### src/sv/hrf_pkg.sv
// Shared types and constants for the histogram rank fraction block.
package hrf_pkg;

  localparam int USER_W   = 12;
  localparam int PAGE_W   = 10;
  localparam int HIST_W   = 13;
  localparam int KNOWN_W  = 13;
  localparam int SHARE_W  = 17;
  localparam int USER_SLOTS = 1 << USER_W;
  localparam int HIST_BINS  = 1 << PAGE_W;
  // dividend is lower_users * 2^16, 28 bits wide
  localparam int DIV_W    = USER_W + SHARE_W - 1;
  localparam int DCNT_W   = $clog2(DIV_W);

  localparam logic OP_RECORD = 1'b0;
  localparam logic OP_QUERY  = 1'b1;

  localparam logic [SHARE_W-1:0] SHARE_ONE = SHARE_W'(1 << (SHARE_W - 1));

  typedef enum logic [1:0] {
    HSEL_OLD,
    HSEL_NEW,
    HSEL_SWEEP
  } hist_sel_t;

  typedef enum logic [1:0] {
    RES_UNKNOWN,
    RES_SINGLE,
    RES_DIV
  } res_t;

  typedef struct packed {
    logic      clr_wr;
    logic      capture;
    logic      ld_user;
    hist_sel_t hist_sel;
    logic      hist_dec;
    logic      hist_inc;
    logic      rec_wr;
    logic      sw_clr;
    logic      sw_step;
    logic      div_init;
    logic      div_step;
    logic      fire;
    res_t      res;
  } cmd_t;

  typedef struct packed {
    logic clr_last;
    logic op_query;
    logic seen;
    logic known_le1;
    logic sweep_done;
    logic div_last;
  } sts_t;

endpackage

### src/sv/hrf_ctrl.sv
// Sequencer for record, query, clearing pass and division.
module hrf_ctrl (
  input  logic          clk,
  input  logic          rst,
  input  logic          start,
  output logic          busy,
  input  hrf_pkg::sts_t sts,
  output hrf_pkg::cmd_t cmd
);

  typedef enum logic [3:0] {
    S_CLR,
    S_IDLE,
    S_RU,
    S_UW,
    S_DEC,
    S_DECW,
    S_INCR,
    S_INCW,
    S_SUM,
    S_SUM_TAIL,
    S_DIV_INIT,
    S_DIV,
    S_DIV_OUT
  } state_t;

  state_t state, state_next;

  always_ff @(posedge clk) begin
    if (rst) begin
      state <= S_CLR;
    end else begin
      state <= state_next;
    end
  end

  assign busy = (state != S_IDLE);

  always_comb begin
    cmd        = '0;
    cmd.hist_sel = hrf_pkg::HSEL_SWEEP;
    cmd.res    = hrf_pkg::RES_DIV;
    state_next = state;
    case (state)
      S_CLR: begin
        cmd.clr_wr = 1'b1;
        if (sts.clr_last) state_next = S_IDLE;
      end
      S_IDLE: begin
        if (start) begin
          cmd.capture = 1'b1;
          state_next  = S_RU;
        end
      end
      S_RU: state_next = S_UW;
      S_UW: begin
        cmd.ld_user = 1'b1;
        state_next  = S_DEC;
      end
      S_DEC: begin
        cmd.hist_sel = hrf_pkg::HSEL_OLD;
        if (!sts.op_query) begin
          state_next = sts.seen ? S_DECW : S_INCR;
        end else if (!sts.seen) begin
          cmd.fire   = 1'b1;
          cmd.res    = hrf_pkg::RES_UNKNOWN;
          state_next = S_IDLE;
        end else if (sts.known_le1) begin
          cmd.fire   = 1'b1;
          cmd.res    = hrf_pkg::RES_SINGLE;
          state_next = S_IDLE;
        end else begin
          cmd.sw_clr = 1'b1;
          state_next = S_SUM;
        end
      end
      S_DECW: begin
        cmd.hist_dec = 1'b1;
        state_next   = S_INCR;
      end
      S_INCR: begin
        cmd.hist_sel = hrf_pkg::HSEL_NEW;
        state_next   = S_INCW;
      end
      S_INCW: begin
        cmd.hist_inc = 1'b1;
        cmd.rec_wr   = 1'b1;
        state_next   = S_IDLE;
      end
      S_SUM: begin
        if (sts.sweep_done) begin
          state_next = S_SUM_TAIL;
        end else begin
          cmd.sw_step = 1'b1;
        end
      end
      S_SUM_TAIL: state_next = S_DIV_INIT;
      S_DIV_INIT: begin
        cmd.div_init = 1'b1;
        state_next   = S_DIV;
      end
      S_DIV: begin
        cmd.div_step = 1'b1;
        if (sts.div_last) state_next = S_DIV_OUT;
      end
      S_DIV_OUT: begin
        cmd.fire   = 1'b1;
        state_next = S_IDLE;
      end
      default: state_next = S_IDLE;
    endcase
  end

endmodule

### config.mk
export PLATFORM = sky130hd
export DESIGN_NAME = hrf_ctrl
export DESIGN_NICKNAME = d
export VERILOG_FILES = /design/src/sv/hrf_pkg.sv /design/src/sv/hrf_ctrl.sv
export SDC_FILE = /design/constraint.sdc
export NUM_CORES = 1
export LEC_CHECK = 0
export ABC_AREA = 1
export BUFFER_PORTS_ARGS = -buffer_cell sky130_fd_sc_hd__clkbuf_2
export CORE_AREA = 2 2 39 41
export CTS_BUF_LIST = sky130_fd_sc_hd__clkbuf_2 sky130_fd_sc_hd__clkbuf_4 sky130_fd_sc_hd__clkbuf_8
export DETAILED_ROUTE_END_ITERATION = 6
export DIE_AREA = 0 0 41 43
export GPL_TIMING_DRIVEN = 0
export HOLD_SLACK_MARGIN = 0.05
export PLACE_DENSITY = 0.67
export SYNTH_ARGS = -nofsm -noshare
export SYNTH_HDL_FRONTEND = slang
export SYNTH_SLANG_ARGS = --single-unit
### constraint.sdc
create_clock -name clk -period 2 [get_ports clk]
set_input_delay 0.2 -clock clk [delete_from_list [all_inputs] [get_ports clk]]
set_output_delay 0.2 -clock clk [all_outputs]
set_load 0.01 [all_outputs]
* After elaboration in Yosys (flattened, before gate mapping) *
Index checks and enable logic that the tools add are counted.

word-level totals
  register bits = 4
  bits of input ports = 9
  output and inout bits = 16
  word-level logic and storage cells = 49

cells by class
  reductions and logical operators = 2
  equality and inequality tests = 17
  multiplexer cells = 29

operator list
  operator            count
  $pmux 4 s11         1
  $mux 4              7
  $eq 4x4->1 const B  5
  $eq 4x3->1 const B  4
  $mux 1              13
  $mux 3              3
  $eq 4x2->1 const B  2
  $ne 2x2->1 const B  4
  $mux 2              3
  $eq 4x1->1 const B  1
  $logic_not 4->1     1
  $ne 4x1->1 const B  1
  $pmux 2 s2          1
  $reduce_and 4->1    1
  $pmux 1 s2          1

* Logic depth before layout (Yosys ltp) *
  depth in word-level cells = 4
  gate-level depth with buffers = 8
  depth with buffers taken out = 8

* Worst setup path before layout *
No wires, ideal clock.

  path type = reg-to-output
  start point = register state[2]
  end point = output port cmd[2] (netlist bit)
  arrival = 0.969 ns
  data required time = 1.800 ns
  setup slack = 0.831 ns
  cell stages (with the launch flop) = 5
  buffers on the path = 0
  cells stage by stage = dfxtp_1 nand2_1 nor2_1 nand3_1 o31ai_1

RTL lines
  element                 line            RTL
  from (decl)             hrf_ctrl.sv:27  state_t state, state_next;
  from (signal assigned)  hrf_ctrl.sv:33  state <= state_next;
  to (decl)               hrf_ctrl.sv:8   output hrf_pkg::cmd_t cmd

==> metrics <==
outcome=finished, final reports clean; GRT Util Overall=13.3%; Pint=0.202 mW; Die H=43 um; Initial Util=28.3%; CP max stage delay=0.42 ns; VDD IR max=215 uV; Achievable Freq=648 MHz; clock share of power=31.0%; clk sinks=4; Critical-path top delay cell=dfxtp_1; RSZ-0062 raised after global routing=false; max layer used=met3; dpl hpwl=887 um; DRC Markers=0; vias=549; Power Total=0.315 mW; Max-slew headroom=84.3%; initial antenna violation count=0; Setup TNS=0 ns; pre-CTS WS=0.685 ns; vias in the first global route=463; area grow syn2layout=41.5%; Worst-Skew Late Latency=0.23 ns; nets=114; routability congestion estimate=0.748; post-route cell area=554 um2; total CTS buffers=3; Power Density=568 nW/um2; Hold Vio Cnt, Final=0; Seq cells post-synth=4; Core Area=1380 um2; # diodes=0; deepest clock path buffer count=2; count of cell types in the netlist=14; Largest regs=state x4; most flop-heavy register=state; Routed WL=1010 um; met1 WL=425 um; skew final=0.00304 ns; die footprint=1760 um2; switching power=0.113 mW; IO Pins=25; fin cells=119; Port Buffer Count=24; postcts setup bufs=0; Hold Slack=0.169 ns; Sw Ratio=35.8%; Die Width=41 um; metal2 WL=525 um; Slew @ Worst Pin=0.235 ns; share of cells above drive strength 1=29.1%; Root Buffer=clkbuf_4; Post-Syn Area per Cell=5.15 um2; cts repair resizes=0; fill count=164; post-DR vias/cell=4.61; sequential-to-total area share from yosys stat=20.4%; global-route wire length before repair=1640 um; Rows=14; Yosys warning count=0; TritonRoute pass-1 iters=5; fin crit share=77.2%; utilization after layout=40.1%; Slew Limit Fails=0; Crit. End Element=output pin; Post-DRT Antenna Nets=0; critical path class=reg -> out; cell area after synthesis=392 um2; worst path arrival time=1.34 ns; syn_nets=85; Mapped Cells=76; Lkg Pwr=0.329 nW; clock-pin slew on the worst setup and hold paths=0.04 ns; worst-path cell chain=nand2_1 > nor2_1 > nand3_1 > o31ai_1 > clkbuf_2; largest net degree at the start of global routing=8; final worst slack=0.456 ns; Flop pwr share=30.8%; # Max-Cap Violations=0; Iteration-0 DRC Markers=7; Worst Path Required=1.80 ns; Hold Path Class=in -> reg; Post-DP Area=532 um2; Congestion Overflow GR=0; Max H-tree Level=1; # setup viols final=0; met3 routed WL=62 um; Post-CTS Hold Buffers=0; combinational power share=38.3%; max FFs per register=4; WL/cell=8.51 um; Min Clock Period, post-route=1.54 ns; Critical Path Fanout Max=7; kind of launch point of the worst setup path=flop; CTS tree=done; Inst Count DP=116
==> worst paths after layout <==
kind | start | to | slack [ns] | cells after the start
max | state[2]$_SDFFE_PP0P_ | cmd[2] | 0.46 | 5
min | rst | state[1]$_SDFFE_PP0P_ | 0.17 | 2
max reg2reg | state[0]$_SDFFE_PP0P_ | state[0]$_SDFFE_PP0P_ | 0.76 | 8
min reg2reg | state[3]$_SDFFE_PP0P_ | state[3]$_SDFFE_PP0P_ | 0.72 | 4
==> metal layers <==
| metal | GRT usage, % | up-vias |
|---|---|---|
| li1 | - | 291 |
| met1 | 16.7 | 241 |
| met2 | 20.3 | 17 |
| met3 | 1.57 | 0 |
| met4 | 8.00 | 0 |
| met5 | 0 | - |
==> area by class of cell <==
cell class                 instances  area [um2]  area share (%)
sequential                         4        80.1            14.4
clock buffer                       3        22.5            4.06
tap                               16        20.0            3.61
multi-input combinational         59         259            46.7
timing repair buffer              24         120            21.7
buffer                             1        7.51            1.35
inverter                          12        45.0            8.13
==> Yosys cell counts (all sizes together) <==
cell	number	area share [%]
a21oi	1	1.3
buf	1	1.9
dfxtp	4	20
inv	12	12
nand2	19	18
nand3	7	8.9
nand3b	4	7.7
nor2	22	21
nor3	1	1.3
o21ai	2	2.6
o22ai	1	1.6
o31ai	1	1.9
or2	1	1.6
==> logic make-up (layout without fill, tap and decap cells) <==
kind of cell / Yosys count / in the layout / share of synthesized area [%]
buffers and inverters: 13 / 40 / 13.4
AO/OA/AOI/OAI: 5 / 5 / 7.35
AND/OR/NAND/NOR: 54 / 54 / 58.8
flip-flops: 4 / 4 / 20.4
==> worst max-delay path, delay by kind of cell (launching register included) <==
family	cells	cell delay, ns
AO/OA/AOI/OAI	1	0.08
buffers and inverters	1	0.17
AND/OR/NAND/NOR	3	0.44
flip-flops	1	0.42
==> power groups by stage <==
stage | Clock, mW | Combinational (mW) | Sequential [mW]
global route | 0.105 | 0.140 | 0.0978
CTS | 0.104 | 0.121 | 0.0964
floorplan | 0 | 0.0836 | 0.0953
detailed placement | 0 | 0.120 | 0.0977
finish | 0.0975 | 0.120 | 0.0968
global placement | 0 | 0.120 | 0.0970
==> layout by cell type, fill, tap and decap left out, drive strengths merged <==
master / instances
inv: 12
nand2: 19
a21oi: 1
o21ai: 2
nor3: 1
nor2: 22
buf: 1
dfxtp: 4
o22ai: 1
nand3: 7
nand3b: 4
clkbuf: 27
or2: 1
o31ai: 1
Power figures use the tool's default switching activity.
